## config.mk

```make
export PLATFORM = sky130hd
export DESIGN_NAME = number_to_word_tokens_flat
export DESIGN_NICKNAME = d
export VERILOG_FILES = /design/src/rtl/ntw_pkg.sv /design/src/rtl/ntw_if.sv /design/src/rtl/number_to_word_tokens.sv /design/src/rtl/ntw_bcd_conv.sv /design/src/flat_wrapper.sv
export SDC_FILE = /design/constraint.sdc
export NUM_CORES = 1
export LEC_CHECK = 0
export BUFFER_PORTS_ARGS = -buffer_cell sky130_fd_sc_hd__buf_2
export CORE_MARGIN = 10
export CORE_UTILIZATION = 55
export CTS_CLUSTER_DIAMETER = 100
export DETAILED_ROUTE_END_ITERATION = 6
export PLACE_DENSITY = 0.71
export SYNTH_ARGS = -nofsm -noshare
export SYNTH_HDL_FRONTEND = slang
export SYNTH_SLANG_ARGS = --single-unit
```

## constraint.sdc

```tcl
create_clock -name clk -period 8.1 [get_ports clk]
set_input_delay 0.81 -clock clk [delete_from_list [all_inputs] [get_ports clk]]
set_output_delay 0.81 -clock clk [all_outputs]
set_load 0.01 [all_outputs]
```

## src/rtl/ntw_pkg.sv

```systemverilog
// Shared types and constants for the number-to-word-tokens block.
package ntw_pkg;

  // Width of the binary input value
  localparam int VALUE_BITS  = 31;
  // Three-digit groups: units, thousands, millions, billions
  localparam int GROUPS      = 4;
  localparam int GROUP_BITS  = 12;
  localparam int BCD_BITS    = GROUPS * GROUP_BITS;
  localparam int BCD_DIGITS  = BCD_BITS / 4;
  localparam int CNT_W       = $clog2(VALUE_BITS);
  localparam int GRP_W       = $clog2(GROUPS);

  typedef logic [4:0] word_t;

  // Word codes
  localparam word_t W_ZERO     = 5'd0;
  localparam word_t W_TEN      = 5'd10;
  localparam word_t W_TENS_OFS = 5'd18;
  localparam word_t W_HUNDRED  = 5'd28;
  localparam word_t W_THOUSAND = 5'd29;

  // Top-level sequencer states
  typedef enum logic [3:0] {
    ST_IDLE  = 4'b0001,
    ST_CONV  = 4'b0010,
    ST_EMIT  = 4'b0100,
    ST_FLUSH = 4'b1000
  } ntw_state_t;

  // Steps within one three-digit group
  typedef enum logic [4:0] {
    SP_HDIG  = 5'b00001,
    SP_HUND  = 5'b00010,
    SP_TENS  = 5'b00100,
    SP_UNIT  = 5'b01000,
    SP_SCALE = 5'b10000
  } ntw_step_t;

  // Status of the binary-to-BCD converter
  typedef struct packed {
    logic busy;
    logic done;
  } ntw_conv_stat_t;

endpackage

```

## src/rtl/ntw_if.sv

```systemverilog
// Valid/ready channel interfaces for the input value and the word stream.
interface ntw_in_if;
  import ntw_pkg::*;
  logic                  valid;
  logic                  ready;
  logic [VALUE_BITS-1:0] value;
  modport source (output valid, output value, input ready);
  modport sink   (input valid, input value, output ready);
endinterface

interface ntw_out_if;
  import ntw_pkg::*;
  logic  valid;
  logic  ready;
  word_t word;
  logic  last;
  modport source (output valid, output word, output last, input ready);
  modport sink   (input valid, input word, input last, output ready);
endinterface

```

## src/rtl/number_to_word_tokens.sv

```systemverilog
// Top level: spells a binary integer as English word codes, one per transfer.
//
//   Channel | Dir | Payload              | Handshake
//   in_ch   | in  | value[30:0]          | valid/ready
//   out_ch  | out | word[4:0], last      | valid/ready
//
// An item takes 31 binary-to-BCD shift steps in the converter, then
// 20 sequencer steps (five per digit group, at most one word each), the
// flush state and the idle state in which the next value transfers; an
// output stall holds the sequencer steps and the flush.
// in_ch.ready is high only while the sequencer is idle.
// A word is held back until the next one exists so the final one can carry last.
// Reset (rst_n low, synchronous) returns to idle with no word pending.
module number_to_word_tokens (
  input  logic      clk,
  input  logic      rst_n,
  ntw_in_if.sink    in_ch,
  ntw_out_if.source out_ch
);
  import ntw_pkg::*;

  ntw_state_t          state_r, state_nxt;
  ntw_step_t           step_r, step_nxt;
  logic [GRP_W-1:0]    grp_r, grp_nxt;
  logic [BCD_BITS-1:0] bcd_r, bcd_nxt;
  logic                hold_v_r, hold_v_nxt;
  word_t               hold_w_r, hold_w_nxt;
  logic                out_valid_r, out_valid_nxt;
  word_t               out_word_r, out_word_nxt;
  logic                out_last_r, out_last_nxt;

  ntw_conv_stat_t      conv_stat;
  logic [BCD_BITS-1:0] conv_bcd;
  logic                in_xfer;
  logic                slot_free;
  logic [GROUP_BITS-1:0] grp_digits;
  logic [3:0]          dig_h, dig_t, dig_u;
  logic                cand_v;
  word_t               cand_w;

  assign in_ch.ready = (state_r == ST_IDLE);
  assign in_xfer     = in_ch.valid && in_ch.ready;
  assign slot_free   = !out_valid_r || out_ch.ready;

  ntw_bcd_conv u_conv (
    .clk   (clk),
    .rst_n (rst_n),
    .start (in_xfer),
    .value (in_ch.value),
    .stat  (conv_stat),
    .bcd   (conv_bcd)
  );

  // Digits of the current group
  assign grp_digits = bcd_r[grp_r*GROUP_BITS +: GROUP_BITS];
  assign dig_h      = grp_digits[11:8];
  assign dig_t      = grp_digits[7:4];
  assign dig_u      = grp_digits[3:0];

  // Candidate word for the current step
  always_comb begin
    cand_v = 1'b0;
    cand_w = W_ZERO;
    unique case (step_r)
      SP_HDIG: begin
        cand_v = (dig_h != 4'd0);
        cand_w = {1'b0, dig_h};
      end
      SP_HUND: begin
        cand_v = (dig_h != 4'd0);
        cand_w = W_HUNDRED;
      end
      SP_TENS: begin
        if (dig_t == 4'd1) begin
          cand_v = 1'b1;
          cand_w = W_TEN + {1'b0, dig_u};
        end else begin
          cand_v = (dig_t >= 4'd2);
          cand_w = W_TENS_OFS + {1'b0, dig_t};
        end
      end
      SP_UNIT: begin
        cand_v = (dig_t != 4'd1) && (dig_u != 4'd0);
        cand_w = {1'b0, dig_u};
      end
      SP_SCALE: begin
        cand_v = (grp_digits != '0) && (grp_r != '0);
        cand_w = W_THOUSAND + word_t'(grp_r - GRP_W'(1));
      end
      default: begin
        cand_v = 1'b0;
      end
    endcase
  end

  // Sequencer
  always_comb begin
    state_nxt     = state_r;
    step_nxt      = step_r;
    grp_nxt       = grp_r;
    bcd_nxt       = bcd_r;
    hold_v_nxt    = hold_v_r;
    hold_w_nxt    = hold_w_r;
    out_valid_nxt = out_valid_r && !out_ch.ready;
    out_word_nxt  = out_word_r;
    out_last_nxt  = out_last_r;
    unique case (state_r)
      ST_IDLE: begin
        if (in_xfer) begin
          state_nxt = ST_CONV;
        end
      end
      ST_CONV: begin
        if (conv_stat.done) begin
          bcd_nxt    = conv_bcd;
          grp_nxt    = GRP_W'(GROUPS - 1);
          step_nxt   = SP_HDIG;
          hold_v_nxt = 1'b0;
          state_nxt  = ST_EMIT;
        end
      end
      ST_EMIT: begin
        if (slot_free) begin
          // push the held word out once a newer one exists
          if (cand_v) begin
            if (hold_v_r) begin
              out_valid_nxt = 1'b1;
              out_word_nxt  = hold_w_r;
              out_last_nxt  = 1'b0;
            end
            hold_v_nxt = 1'b1;
            hold_w_nxt = cand_w;
          end
          unique case (step_r)
            SP_HDIG:  step_nxt = SP_HUND;
            SP_HUND:  step_nxt = SP_TENS;
            SP_TENS:  step_nxt = SP_UNIT;
            SP_UNIT:  step_nxt = SP_SCALE;
            SP_SCALE: begin
              step_nxt = SP_HDIG;
              if (grp_r == '0) begin
                state_nxt = ST_FLUSH;
              end else begin
                grp_nxt = grp_r - GRP_W'(1);
              end
            end
            default: step_nxt = SP_HDIG;
          endcase
        end
      end
      ST_FLUSH: begin
        // final word; nothing held means the value was zero
        if (slot_free) begin
          out_valid_nxt = 1'b1;
          out_word_nxt  = hold_v_r ? hold_w_r : W_ZERO;
          out_last_nxt  = 1'b1;
          hold_v_nxt    = 1'b0;
          state_nxt     = ST_IDLE;
        end
      end
      default: state_nxt = ST_IDLE;
    endcase
  end

  always_ff @(posedge clk) begin
    if (!rst_n) begin
      state_r     <= ST_IDLE;
      step_r      <= SP_HDIG;
      grp_r       <= '0;
      hold_v_r    <= 1'b0;
      out_valid_r <= 1'b0;
    end else begin
      state_r     <= state_nxt;
      step_r      <= step_nxt;
      grp_r       <= grp_nxt;
      hold_v_r    <= hold_v_nxt;
      out_valid_r <= out_valid_nxt;
    end
  end

  always_ff @(posedge clk) begin
    bcd_r      <= bcd_nxt;
    hold_w_r   <= hold_w_nxt;
    out_word_r <= out_word_nxt;
    out_last_r <= out_last_nxt;
  end

  assign out_ch.valid = out_valid_r;
  assign out_ch.word  = out_word_r;
  assign out_ch.last  = out_last_r;

  // Checks
  a_conv_runs: assert property (@(posedge clk) disable iff (!rst_n)
    (state_r == ST_CONV) |-> conv_stat.busy)
    else $error("converter idle while sequencer waits on it");

  a_idle_quiet: assert property (@(posedge clk) disable iff (!rst_n)
    (state_r == ST_IDLE) |-> !conv_stat.busy)
    else $error("converter busy while sequencer idle");

  a_accept_starts: assert property (@(posedge clk) disable iff (!rst_n)
    (in_ch.valid && in_ch.ready) |=> (state_r == ST_CONV))
    else $error("accepted value did not start conversion");

  a_flush_last: assert property (@(posedge clk) disable iff (!rst_n)
    (state_r == ST_FLUSH && slot_free) |=> (out_valid_r && out_last_r))
    else $error("flush did not present a last word");

endmodule

```

## src/rtl/ntw_bcd_conv.sv

```systemverilog
// Iterative binary-to-BCD converter: one shift-add-3 step per cycle.
module ntw_bcd_conv (
  input  logic                            clk,
  input  logic                            rst_n,
  input  logic                            start,
  input  logic [ntw_pkg::VALUE_BITS-1:0]  value,
  output ntw_pkg::ntw_conv_stat_t         stat,
  output logic [ntw_pkg::BCD_BITS-1:0]    bcd
);
  import ntw_pkg::*;

  logic                  busy_r, busy_nxt;
  logic [CNT_W-1:0]      cnt_r, cnt_nxt;
  logic [VALUE_BITS-1:0] bin_r, bin_nxt;
  logic [BCD_BITS-1:0]   bcd_r, bcd_nxt;
  logic [BCD_BITS-1:0]   adj;
  logic                  last_step;

  // Add 3 to every digit of 5 or more before the shift
  always_comb begin
    for (int d = 0; d < BCD_DIGITS; d++) begin
      adj[d*4 +: 4] = (bcd_r[d*4 +: 4] >= 4'd5) ? bcd_r[d*4 +: 4] + 4'd3
                                                : bcd_r[d*4 +: 4];
    end
  end

  assign last_step = (cnt_r == CNT_W'(VALUE_BITS - 1));

  // Step control
  always_comb begin
    busy_nxt = busy_r;
    cnt_nxt  = cnt_r;
    bin_nxt  = bin_r;
    bcd_nxt  = bcd_r;
    if (start) begin
      busy_nxt = 1'b1;
      cnt_nxt  = '0;
      bin_nxt  = value;
      bcd_nxt  = '0;
    end else if (busy_r) begin
      bcd_nxt = {adj[BCD_BITS-2:0], bin_r[VALUE_BITS-1]};
      bin_nxt = {bin_r[VALUE_BITS-2:0], 1'b0};
      cnt_nxt = cnt_r + CNT_W'(1);
      if (last_step) begin
        busy_nxt = 1'b0;
      end
    end
  end

  always_ff @(posedge clk) begin
    if (!rst_n) begin
      busy_r <= 1'b0;
      cnt_r  <= '0;
    end else begin
      busy_r <= busy_nxt;
      cnt_r  <= cnt_nxt;
    end
  end

  always_ff @(posedge clk) begin
    bin_r <= bin_nxt;
    bcd_r <= bcd_nxt;
  end

  assign stat.busy = busy_r;
  assign stat.done = busy_r && last_step;
  assign bcd       = bcd_nxt;

endmodule

```

## src/flat_wrapper.sv

```systemverilog
// flat-port wrapper written by rule: the top's interface ports become plain ports
module number_to_word_tokens_flat import ntw_pkg::*;
  (clk, rst_n, in_ch_valid, in_ch_value, in_ch_ready, out_ch_valid, out_ch_word, out_ch_last, out_ch_ready);
  ntw_in_if in_ch_i ();
  ntw_out_if out_ch_i ();
  input  logic clk;
  input  logic rst_n;
  input wire logic [$bits(in_ch_i.valid)-1:0] in_ch_valid;
  input wire logic [$bits(in_ch_i.value)-1:0] in_ch_value;
  output wire logic [$bits(in_ch_i.ready)-1:0] in_ch_ready;
  output wire logic [$bits(out_ch_i.valid)-1:0] out_ch_valid;
  output wire logic [$bits(out_ch_i.word)-1:0] out_ch_word;
  output wire logic [$bits(out_ch_i.last)-1:0] out_ch_last;
  input wire logic [$bits(out_ch_i.ready)-1:0] out_ch_ready;
  assign in_ch_i.valid = in_ch_valid;
  assign in_ch_i.value = in_ch_value;
  assign in_ch_ready = in_ch_i.ready;
  assign out_ch_valid = out_ch_i.valid;
  assign out_ch_word = out_ch_i.word;
  assign out_ch_last = out_ch_i.last;
  assign out_ch_i.ready = out_ch_ready;
  number_to_word_tokens u_core (.clk(clk), .rst_n(rst_n), .in_ch(in_ch_i), .out_ch(out_ch_i));
endmodule
```

After elaboration in Yosys (flattened, before gate mapping). Index checks and enable logic that the tools add are counted.

Register bits after elaboration: 157. Bits of input ports: 35. Output and inout bits: 8.

Add/subtract/negate cells: 18. Multipliers: 1. Order comparisons: 13. Equal/unequal tests: 21. Shift operators: 1. Muxes and demuxes: 60. Bitwise operators: 1. Reductions and logical operators: 26.

Operator list (number): two-way mux 48 bit (2); two-way mux 4 bit (17); two-way mux 31 bit (2); >= comparator 4 x 3 -> 1 bit, second input constant (12); indexed part select 48 x 7 -> 12 bit (1); adder 4 x 2 -> 4 bit, second input constant (11); two-way mux 5 bit (8); one-hot mux 5 bit (5 select lines) (1); one-hot mux 5 bit (2 select lines) (2); one-hot mux 5 bit (4 select lines) (1); two-way mux 1 bit (16); one-hot mux 4 bit (4 select lines) (1); AND reduction 5 bit (3); inequality test 2 x 1 -> 1 bit, second input constant (7); nonzero test 12 bit (1); equality test 5 bit, second input constant (2); equality test 4 x 1 -> 1 bit, second input constant (2); two-way mux 2 bit (4); nonzero test 2 bit (4); nonzero test 4 bit (2); AND reduction 3 bit (2); AND reduction 6 bit (1); adder 4 x 4 -> 5 bit, first input constant (1); adder 5 x 1 -> 5 bit, second input constant (1); other kinds (29) (37).

Depth between registers and ports, before layout. Gate-level depths: netlist of run 1.

Depth in word-level cells: 8. Mapped depth: 9. Depth with buffers taken out: 7.

Hierarchy. Synthesis of run 1 repeated with hierarchy kept, for this count alone.

Cell total of the unflattened synthesis: 676. Area total of the unflattened synthesis: 7808.7 um^2.

By module, submodules not included: ntw_bcd_conv (instances 1, cells each 435, area an instance 4425.5 um^2, seq. area each 2011.9 um^2); number_to_word_tokens (instances 1, cells each 241, area an instance 3383.2 um^2, seq. area each 2031.9 um^2).

Worst setup path before layout of run 1. Ideal clock, no wire load.

Path type: reg2reg. Start: register u_core.u_conv.cnt_r[0]. End: register u_core.bcd_r[0], enable pin. Setup time: 0.576 ns. Arrival time: 5.468 ns. Setup slack: 2.056 ns. Cell stages (with the launch flop): 6. Cell sequence: dfxtp_1 inv_1 ha_1 and3_1 nand3_1 nor4_1.

Longest elaborated chain between the ends: 3.

Ends and longest elaborated chain: from (decl) (RTL line ntw_bcd_conv.sv:13) `logic [CNT_W-1:0] cnt_r, cnt_nxt;`; from (signal assigned) (RTL line ntw_bcd_conv.sv:56) `cnt_r <= cnt_nxt;`; equality test 5 bit (RTL line ntw_bcd_conv.sv:27) `assign last_step = (cnt_r == CNT_W'(VALUE_BITS - 1));`; logical AND 1 bit (RTL line ntw_bcd_conv.sv:66) `assign stat.done = busy_r && last_step;`; AND reduction 2 bit (no line); to (signal assigned) (RTL line number_to_word_tokens.sv:182) `bcd_r <= bcd_nxt;`; to (decl) (RTL line number_to_word_tokens.sv:25) `logic [BCD_BITS-1:0] bcd_r, bcd_nxt;`.

Every way passes these cells. A chain may end at the register's enable or synchronous reset.

Worst setup path after layout of run 1.
Start: register u_core.grp_r[0]. End: register u_core.out_word_r[3] (netlist: u_core.out_ch.word[3]), enable pin.

Longest elaborated chain between the ends: 7. Elaborated cells on any way between the ends: 15.

Ends and longest elaborated chain: from (decl) (RTL line number_to_word_tokens.sv:24) `logic [GRP_W-1:0] grp_r, grp_nxt;`; from (signal assigned) (RTL line number_to_word_tokens.sv:175) `grp_r <= grp_nxt;`; multiplier 2 x 2 -> 4 bit (RTL line number_to_word_tokens.sv:55) `assign grp_digits = bcd_r[grp_r*GROUP_BITS +: GROUP_BITS];`; indexed part select 48 x 7 -> 12 bit (RTL line number_to_word_tokens.sv:55); >= comparator 4 x 2 -> 1 bit, or another cell as far along (RTL line number_to_word_tokens.sv:78) `cand_v = (dig_t >= 4'd2);`; two-way mux 1 bit, or another cell as far along (RTL line number_to_word_tokens.sv:74) `if (dig_t == 4'd1) begin`; one-hot mux 1 bit (4 select lines) (*) (RTL line number_to_word_tokens.sv:64) `unique case (step_r)`; inequality test 2 x 1 -> 1 bit (no line) (*); AND reduction 5 bit (no line) (*); to (signal assigned) (RTL line number_to_word_tokens.sv:184) `out_word_r <= out_word_nxt;`; to (decl) (RTL line number_to_word_tokens.sv:29) `word_t out_word_r, out_word_nxt;`.

Mark *: on every way between the ends. The rest lies on a longest branch, timed or not.

==> results.py, run 1 <==
metrics = {
    "final_layout": {
        "layout-drive-gt1-share_pct": 19.1,
        "nets": 728,
        "final_util_pct": 62.6,
        "register_area_um2": 4050,
        "diodes": 0,
        "syn2layout_area_growth_pct": 11.9,
        "multi_input_area_um2": 3130,
        "final_cells": 853,
        "fillers": 1047,
    },
    "worst_setup_path": {
        "cp-startpoint": "u_core.grp_r[0]$_SDFFE_PN0P_",
        "crit_path_end_kind": "register",
        "cp_data_arrival_time_ns": 3.49,
        "r2r_start": "u_core.grp_r[0]$_SDFFE_PN0P_",
        "critical_path_class": "register to register",
        "required_ns": 8.16,
        "timing.rr.end": "u_core.out_ch.word[3]$_DFFE_PP_",
        "path_max_fanout": 17,
        "reg2reg_depth": 5,
        "r2r_setup_slack_ns": 4.67,
        "startpoint_type": "register",
    },
    "synth": {
        "yosys_warnings": 0,
        "synth.cell_area_um2": 7410,
        "synthFlopType": "edfxtp_1",
        "yosysTopAreaCell": "edfxtp_1",
        "synth-edff-count": 90,
        "seq_area_frac_synth_pct": 54.6,
        "yosys.area_share.simple_pct": 12.2,
        "ys_top_cells_by_count": "90 x edfxtp_1, 67 x dfxtp_1, 49 x a21oi_1, 49 x nor2_1, 37 x mux2i_1",
        "synthTopCellsByArea": "edfxtp_1 36%, dfxtp_1 18%, mux2i_1 5.0%, ha_1 4.9%, mux2_2 4.6%",
        "synth_top_family_by_area": "multiplexers",
        "synth_mux_area_share_pct": 13.2,
        "synth_compound_area_share_pct": 9.41,
        "async_reset_ff_share_pct": 0,
        "synth_xor_area_share_pct": 2.48,
        "synth-seq-cells": 157,
        "netlist.area_leader.share_pct": 36.5,
        "synth_fa_ha_area_share_pct": 4.90,
        "synth_nets": 692,
        "ys_types": 54,
        "yosysMostFrequentCell": "edfxtp_1",
        "synthCells": 628,
        "syn_area_per_cell_um2": 11.8,
    },
    "die": {
        "die_h_um": 136,
        "initial_core_util_pct": 55.9,
        "core-area_um2": 13200,
        "dieArea_um2": 18500,
        "die_w_um": 136,
        "rows": 42,
        "io_pins": 43,
    },
    "outcome": {
        "status": "complete, no violations",
    },
    "placed_design": {
        "io_buffer_count": 42,
        "place.gp.congestion": 0.914,
        "dp_hpwl_um": 9990,
        "place_inst": 821,
    },
    "clock_tree": {
        "h-tree-depth": 4,
        "root_buffer": "clkbuf_16",
        "clockBufferDepth": 2,
        "cts_buffers": 17,
        "insertion_delay_ns": 0.43,
        "cts_resized": 0,
        "cts_hold_buf": 0,
        "cts_tree": "built",
        "clk_pin_slew_worst_paths_ns": 0.06,
        "cts.sinks": 157,
        "post_cts_buffers": 0,
    },
    "global_route": {
        "grt_pass1_wl_um": 23100,
        "grt_max_degree": 81,
        "grt.total_usage_pct": 15.8,
        "overflow": 0,
        "grt_pass1_vias": 4675,
        "grt_antenna_before_repair": 0,
    },
    "timing": {
        "timing.fmax_mhz": 291,
        "period_share_pct": 42.4,
        "tns_ns": 0,
        "rsz0062_at_grt": "false",
        "maxSlewHeadroom_pct": 29.3,
        "min_period_ns": 3.43,
        "tightest_slew_ns": 1.05,
        "finalMaxSlewViolations": 0,
        "hold_violations": 0,
        "finClkSkew_ns": 0.00885,
        "finalSetupViolCount": 0,
    },
    "drt": {
        "wl_um": 14300,
        "vias": 4810,
        "viasPerCell": 5.64,
        "drc": 0,
        "drtIter0Drc": 333,
        "wire_per_inst_um": 16.8,
        "ant_nets": 0,
        "firstDrtPassIters": 5,
    },
    "power": {
        "power_density_nw_per_um2": 239,
        "max-vdd-ir-drop_uv": 144,
        "p_leak_nw": 2.99,
        "finalPower_mw": 1.98,
    },
    "hold_path": {
        "hold_start": "u_core.u_conv.bcd_r[47]$_DFF_P_",
        "worstHoldPathCells": 2,
        "hold_end": "u_core.u_conv.bcd_r[47]$_DFF_P_",
        "hold_path_class": "register to register",
    },
    "run": {
        "drv_cap": 0,
    },
}
## power breakdown
| part | switching (mW) | total (mW) | internal (mW) |
|---|---|---|---|
| combinational | 0.147 | 0.272 | 0.125 |
| sequential | 0.0478 | 0.971 | 0.923 |
| clock | 0.309 | 0.736 | 0.428 |
## cells in the final DEF, fill, tap and decap left out, types with 4 or more instances in the layout
| cell type | count |
|---|---|
| a211oi_1 | 17 |
| a21oi_1 | 49 |
| a22oi_1 | 5 |
| buf_2 | 42 |
| clkbuf_16 | 17 |
| clkinv_2 | 5 |
| dfxtp_1 | 66 |
| edfxtp_1 | 90 |
| ha_1 | 29 |
| inv_1 | 29 |
| mux2_2 | 30 |
| mux2i_1 | 37 |
| mux4_2 | 12 |
| nand2_1 | 26 |
| nand2b_1 | 16 |
| nand3_1 | 21 |
| nor2_1 | 49 |
| nor2b_1 | 8 |
| nor3_1 | 7 |
| nor3b_1 | 13 |
| nor4_1 | 5 |
| o21ai_0 | 26 |
| xnor2_1 | 17 |
| xor2_1 | 4 |
## through the flow
stage | hold slack, ns | instance area (um^2) | setup slack (ns)
floorplan | 0.446 | 7410 | 2.06
global placement | 0.477 | 7740 | 4.74
detailed placement | 0.483 | 7740 | 4.62
CTS | 0.491 | 8290 | 4.63
global route | 0.531 | 8290 | 4.33
finish | 0.490 | 8290 | 4.67
## worst max-delay path, cell delays in order, from the launching register on
cell and delay [ns]:
dfxtp_1 0.90, mux4_2 0.64, nor4b_4 0.18, o311ai_2 0.40
a21oi_1 0.15, a221oi_1 0.80
## state kept, by name, indices dropped and copies added, names as in the netlist
signal                count
u_core.u_conv.busy_r      1
u_core.bcd_r             48
u_core.hold_w_r           5
u_core.hold_v_r           1
u_core.state_r            4
u_core.out_ch.last        1
u_core.out_ch.valid       1
u_core.out_ch.word        5
u_core.u_conv.cnt_r       5
u_core.u_conv.bin_r      31
u_core.u_conv.bcd_r      48
u_core.grp_r              2
u_core.step_r             5
## metal layers
layer	vias to the layer above	part of all wire (%)	track usage [%]
li1	2383	-	-
met1	2327	44	19.6
met2	79	51	26.1
met3	21	3.8	3.87
met4	0	1.5	5.80
met5	-	0	0
## cell families (layout without fill, tap and decap cells)
family,count (synthesis),after routing
AND/OR/NAND/NOR,170,170
AO/OA/AOI/OAI,114,114
buffers and inverters,58,107
flip-flops,157,157
XOR/XNOR,21,21
multiplexers,79,79
adder cells (fa/ha/maj),29,29
## worst max-delay path by stage
stage                                      end  slack, ns  cells after the start
5_1_grt        u_core.out_ch.word[0]$_DFFE_PP_       4.33                      5
6_report       u_core.out_ch.word[3]$_DFFE_PP_       4.67                      5
3_5_place_dp   u_core.out_ch.word[3]$_DFFE_PP_       4.62                      5
4_1_cts        u_core.out_ch.word[3]$_DFFE_PP_       4.63                      5
2_1_floorplan        u_core.bcd_r[0]$_DFFE_PP_       2.06                      5
3_3_place_gp   u_core.out_ch.word[0]$_DFFE_PP_       4.74                      5
## area by class of cell
type / instances / area share (%)
Sequential cell: 157 / 48.8
Multi-Input combinational cell: 413 / 37.8
Clock buffer: 21 / 5.44
Timing Repair Buffer: 45 / 2.81
Tap cell: 176 / 2.66
Inverter: 30 / 1.36
Clock inverter: 11 / 1.15
No activity file was read; power rests on OpenSTA's default activity.
==> inputs of run 2 (changes only) <==
PLACE_DENSITY = 0.74   (was 0.71)
clock period = 3.1 ns   (was 8.1 ns; I/O delays follow)
==> run 2 against run 1 <==
Sequential cell count unchanged; clock-buffer cell count did not move; worst hold slack got worse by 0.36 ns; clock power grew to 2.8 times the previous value; non-clock buffer count rose by 10; combinational power grew to 2.6 times the previous value; total power grew to 2.7 times the previous value; first-iteration DRC count fell by 3.0%; fmax grew 29%; critical path depth grew 2; design area increased by 1.4%; die area is the same; largest power group unchanged; highest routed layer unchanged.
==> results.py, run 2 (synthesis results as in run 1) <==
metrics = {
    "timing": {
        "layout_setup_ws_ns": 0.443,
        "rsz0062_at_grt": "false",
        "finalMaxSlewViolations": 0,
        "period_share_pct": 85.7,
        "holdWs_ns": 0.128,
        "min_period_ns": 2.66,
        "tightest_slew_ns": 0.766,
        "tns_ns": 0,
        "finClkSkew_ns": 0.00643,
        "timing.fmax_mhz": 376,
        "maxSlewHeadroom_pct": 48.2,
        "finalSetupViolCount": 0,
        "hold_violations": 0,
    },
    "clock_tree": {
        "cts_hold_buf": 0,
        "insertion_delay_ns": 0.43,
        "cts_tree": "built",
        "cts_buffers": 17,
        "clockBufferDepth": 2,
        "root_buffer": "clkbuf_16",
        "post_cts_buffers": 0,
        "h-tree-depth": 4,
        "cts_resized": 0,
        "clk_pin_slew_worst_paths_ns": 0.06,
        "cts.sinks": 157,
    },
    "die": {
        "dieArea_um2": 18500,
        "initial_core_util_pct": 55.9,
        "rows": 42,
        "io_pins": 43,
        "die_w_um": 136,
        "core-area_um2": 13200,
        "die_h_um": 136,
    },
    "placed_design": {
        "dp_slack_ns": 0.463,
        "dpl_cell_area_um2": 7830,
        "dp_hpwl_um": 10600,
        "place.gp.congestion": 0.904,
        "io_buffer_count": 42,
        "place_inst": 831,
    },
    "final_layout": {
        "fillers": 1033,
        "syn2layout_area_growth_pct": 13.5,
        "top_regs": "u_core.bcd_r (48), u_core.u_conv.bcd_r (48), u_core.u_conv.bin_r (31)",
        "layout_commonest_cell": "edfxtp_1",
        "final_util_pct": 63.5,
        "final_cells": 863,
        "nets": 738,
        "layout-drive-gt1-share_pct": 19.8,
        "fin_area_um2": 8410,
        "diodes": 0,
        "layout_common_cells": "90 x edfxtp_1, 66 x dfxtp_1, 49 x nor2_1, 49 x a21oi_1, 42 x buf_2",
    },
    "drt": {
        "drc": 0,
        "viasPerCell": 5.73,
        "drtIter0Drc": 323,
        "wire_per_inst_um": 17.2,
        "firstDrtPassIters": 5,
        "vias": 4945,
        "wl_um": 14900,
        "ant_nets": 0,
    },
    "power": {
        "finalPower_mw": 5.35,
        "power_frac_clock_pct": 38.9,
        "p_sw_share_pct": 25.1,
        "p_int_mw": 4.01,
        "power_density_nw_per_um2": 636,
        "max-vdd-ir-drop_uv": 393,
        "p_leak_nw": 3.05,
        "power.switching_mw": 1.34,
        "seqPwrFrac_pct": 47.6,
        "comb_power_share_pct": 13.5,
    },
    "global_route": {
        "grt.total_usage_pct": 16.7,
        "grt_pass1_vias": 5047,
        "overflow": 0,
        "grt_pass1_wl_um": 24300,
        "grt_antenna_before_repair": 0,
        "grt_max_degree": 52,
    },
    "run": {
        "drv_cap": 0,
    },
    "worst_setup_path": {
        "critical_path_class": "register to register",
        "startpoint_type": "register",
        "cp_data_arrival_time_ns": 2.85,
        "path_max_fanout": 7,
        "required_ns": 3.29,
        "crit_path_end_kind": "register",
    },
    "outcome": {
        "status": "complete, no violations",
    },
    "hold_path": {
        "hold_path_class": "primary input to register",
    },
}
[run 2: cell type report]
class | count | area (um^2) | share of cell area, %
clock inverter | 11 | 141 | 1.68
timing repair buffer | 55 | 308 | 3.66
inverter | 30 | 113 | 1.34
sequential | 157 | 4050 | 48.1
multi-input combinational | 413 | 3140 | 37.3
tap | 176 | 220 | 2.62
clock buffer | 21 | 440 | 5.24
[run 2: path summary, 6_finish.rpt]
kind	from	to	slack (ns)	depth (start not counted)
setup / recovery	u_core.grp_r[0]$_SDFFE_PN0P_	u_core.out_ch.word[1]$_DFFE_PP_	0.44	7
hold / removal	rst_n	u_core.state_r[0]$_SDFFE_PN1P_	0.13	2
setup reg to reg	u_core.grp_r[0]$_SDFFE_PN0P_	u_core.out_ch.word[1]$_DFFE_PP_	0.44	7
hold reg to reg	u_core.u_conv.bcd_r[47]$_DFF_P_	u_core.u_conv.bcd_r[47]$_DFF_P_	0.48	2
[run 2: worst max-delay path, stage by stage (launching register included)]
cell and delay [ns]:
dfxtp_1 0.37, buf_4 0.21, mux4_2 0.61, nor4b_4 0.49, o311ai_2 0.22, a21oi_1 0.23, a221oi_1 0.12, buf_4 0.18
[run 2: power by group through the flow]
stage                     combinational (mW)  clock [mW]  sequential (mW)
final                                  0.720        2.08             2.55
after global placement                 0.660           0             2.57
after global routing                   0.814        2.20             2.57
after detailed placement               0.718           0             2.59
after CTS                              0.729        2.10             2.55
after floorplan                        0.569           0             2.54
[run 2: routing by layer]
| metal | track usage, % | wire (um) | vias up | share of wire (%) |
|---|---|---|---|---|
| li1 | - | - | 2400 | - |
| met1 | 19.3 | 6300 | 2405 | 42 |
| met2 | 28.8 | 7700 | 112 | 52 |
| met3 | 3.87 | 567 | 28 | 3.8 |
| met4 | 7.28 | 296 | 0 | 2.0 |
| met5 | 0 | 0 | - | 0 |
==> inputs of run 3 (changes only) <==
CORE_ASPECT_RATIO = 2   (was not set)
SYNTH_HIERARCHICAL = 1   (was not set)
==> run 3 against run 2 <==
Sequential power barely moved; worst setup slack gained 0.036 ns; synthesized area rose by 5.3%; clock-buffer cell count fell by 1; worst hold slack improved by 0.012 ns; clock power about the same; non-clock buffer count rose by 1; final cell count is 6.4% higher; critical path type unchanged; largest cell class unchanged.
==> results.py, run 3 <==
metrics = {
    "final_layout": {
        "syn2layout_area_growth_pct": 12.2,
        "layout_commonest_cell": "edfxtp_1",
        "diodes": 0,
        "layout_common_cells": "90 x edfxtp_1, 65 x dfxtp_1, 56 x inv_1",
        "fillers": 1083,
        "top_regs": "u_core/bcd_r (48), u_core/u_conv/bcd_r (48), u_core/u_conv/bin_r (31)",
        "layout-drive-gt1-share_pct": 20.6,
        "final_cells": 918,
        "nets": 781,
    },
    "drt": {
        "wire_per_inst_um": 19.0,
        "viasPerCell": 5.87,
        "drc": 0,
        "wl_um": 17400,
        "firstDrtPassIters": 5,
        "ant_nets": 0,
        "drtIter0Drc": 369,
        "vias": 5393,
    },
    "power": {
        "p_sw_share_pct": 27.7,
        "p_int_mw": 3.94,
        "power_density_nw_per_um2": 623,
        "power.switching_mw": 1.51,
        "p_leak_nw": 2.96,
        "max-vdd-ir-drop_uv": 374,
        "comb_power_share_pct": 14.9,
        "seqPwrFrac_pct": 47.2,
        "power_frac_clock_pct": 37.9,
    },
    "synth": {
        "yosys_warnings": 6,
        "synth.cell_area_um2": 7800,
        "syn_area_per_cell_um2": 11.6,
        "synth_nets": 740,
        "synthCells": 675,
    },
    "global_route": {
        "grt_pass1_wl_um": 27600,
        "grt_max_degree": 49,
        "grt_antenna_before_repair": 0,
        "grt_pass1_vias": 5583,
        "grt.total_usage_pct": 17.7,
        "overflow": 0,
    },
    "clock_tree": {
        "cts_buffers": 17,
        "clockBufferDepth": 2,
        "insertion_delay_ns": 0.43,
        "cts_hold_buf": 0,
        "cts_tree": "built",
        "cts.sinks": 157,
        "clk_pin_slew_worst_paths_ns": 0.06,
        "root_buffer": "clkbuf_16",
        "h-tree-depth": 4,
    },
    "worst_setup_path": {
        "required_ns": 3.32,
        "cp_data_arrival_time_ns": 2.84,
        "startpoint_type": "register",
        "path_max_fanout": 36,
        "crit_path_end_kind": "register",
        "critical_path_class": "register to register",
    },
    "die": {
        "core-area_um2": 13900,
        "io_pins": 43,
        "initial_core_util_pct": 56.2,
        "die_h_um": 188,
        "die_w_um": 104,
        "dieArea_um2": 19600,
        "rows": 61,
    },
    "timing": {
        "period_share_pct": 84.6,
        "min_period_ns": 2.62,
        "tightest_slew_ns": 0.814,
        "holdWs_ns": 0.140,
        "finalMaxSlewViolations": 0,
        "tns_ns": 0,
        "finalSetupViolCount": 0,
        "maxSlewHeadroom_pct": 45.6,
        "rsz0062_at_grt": "false",
        "finClkSkew_ns": 0.00880,
        "hold_violations": 0,
        "timing.fmax_mhz": 381,
    },
    "outcome": {
        "status": "complete, no violations",
    },
    "placed_design": {
        "io_buffer_count": 42,
        "dp_hpwl_um": 12900,
        "place.gp.congestion": 0.887,
        "place_inst": 886,
    },
    "hold_path": {
        "hold_path_class": "primary input to register",
    },
    "run": {
        "drv_cap": 0,
    },
}
run 3: layout make-up:
cell class / instances / area [um^2] / area share [%]
clock buffers: 20 / 467 / 5.33
clock inverters: 12 / 126 / 1.44
inverters: 57 / 214 / 2.45
multi-input cells: 427 / 3340 / 38.2
flip-flops and latches: 157 / 4050 / 46.2
well taps: 189 / 236 / 2.70
repair buffers: 56 / 315 / 3.60
run 3: through the flow:
step	instance area, um^2	total power, mW	utilization, %	setup WS [ns]
after floorplan	7820	3.18	-	0.0653
after global placement	8150	3.34	58.7	0.388
after detailed placement	8150	3.42	58.7	0.261
after CTS	8740	5.48	62.9	0.250
after global routing	8750	5.68	63.0	0.236
final	8750	5.45	63.0	0.478
run 3: worst paths after layout:
| path | startpoint | end | slack, ns | cells after the start |
|---|---|---|---|---|
| min | in_ch_valid | u_core/state_r[0]$_SDFFE_PN1P_ | 0.14 | 2 |
| max reg2reg | u_core/state_r[2]$_SDFFE_PN0P_ | u_core/bcd_r[42]$_DFFE_PP_ | 0.48 | 6 |
| min reg2reg | u_core/u_conv/bcd_r[47]$_DFF_P_ | u_core/u_conv/bcd_r[47]$_DFF_P_ | 0.48 | 2 |
| max | u_core/state_r[2]$_SDFFE_PN0P_ | u_core/bcd_r[42]$_DFFE_PP_ | 0.48 | 6 |
run 3: layer usage:
| metal | global-route usage (%) | wire length (um) |
|---|---|---|
| met1 | 16.5 | 6180 |
| met5 | 0 | 0 |
| met3 | 3.49 | 564 |
| met2 | 34.2 | 9950 |
| met4 | 10.3 | 753 |
run 3: worst max-delay path, stage by stage (launching register included):
cell and delay [ns]:
dfxtp_1 0.61, nor2_1 0.16, and3_2 0.30, nor2b_2 0.51
buf_4 0.46, nand2b_1 0.10, o221ai_1 0.25
run 3: power groups by stage:
stage | Sequential [mW] | Combinational [mW] | Clock (mW)
finish | 2.57 | 0.813 | 2.06
global route | 2.59 | 0.912 | 2.18
CTS | 2.57 | 0.816 | 2.09
detailed placement | 2.61 | 0.809 | 0
global placement | 2.60 | 0.740 | 0
floorplan | 2.55 | 0.631 | 0
run 3: what timing repair did:
item | CTS | global route
buffers inserted | 0 | 0
gates resized for setup | 0 | 2
endpoints found under the hold margin | 0 | 0
setup endpoints to repair | 0 | 5
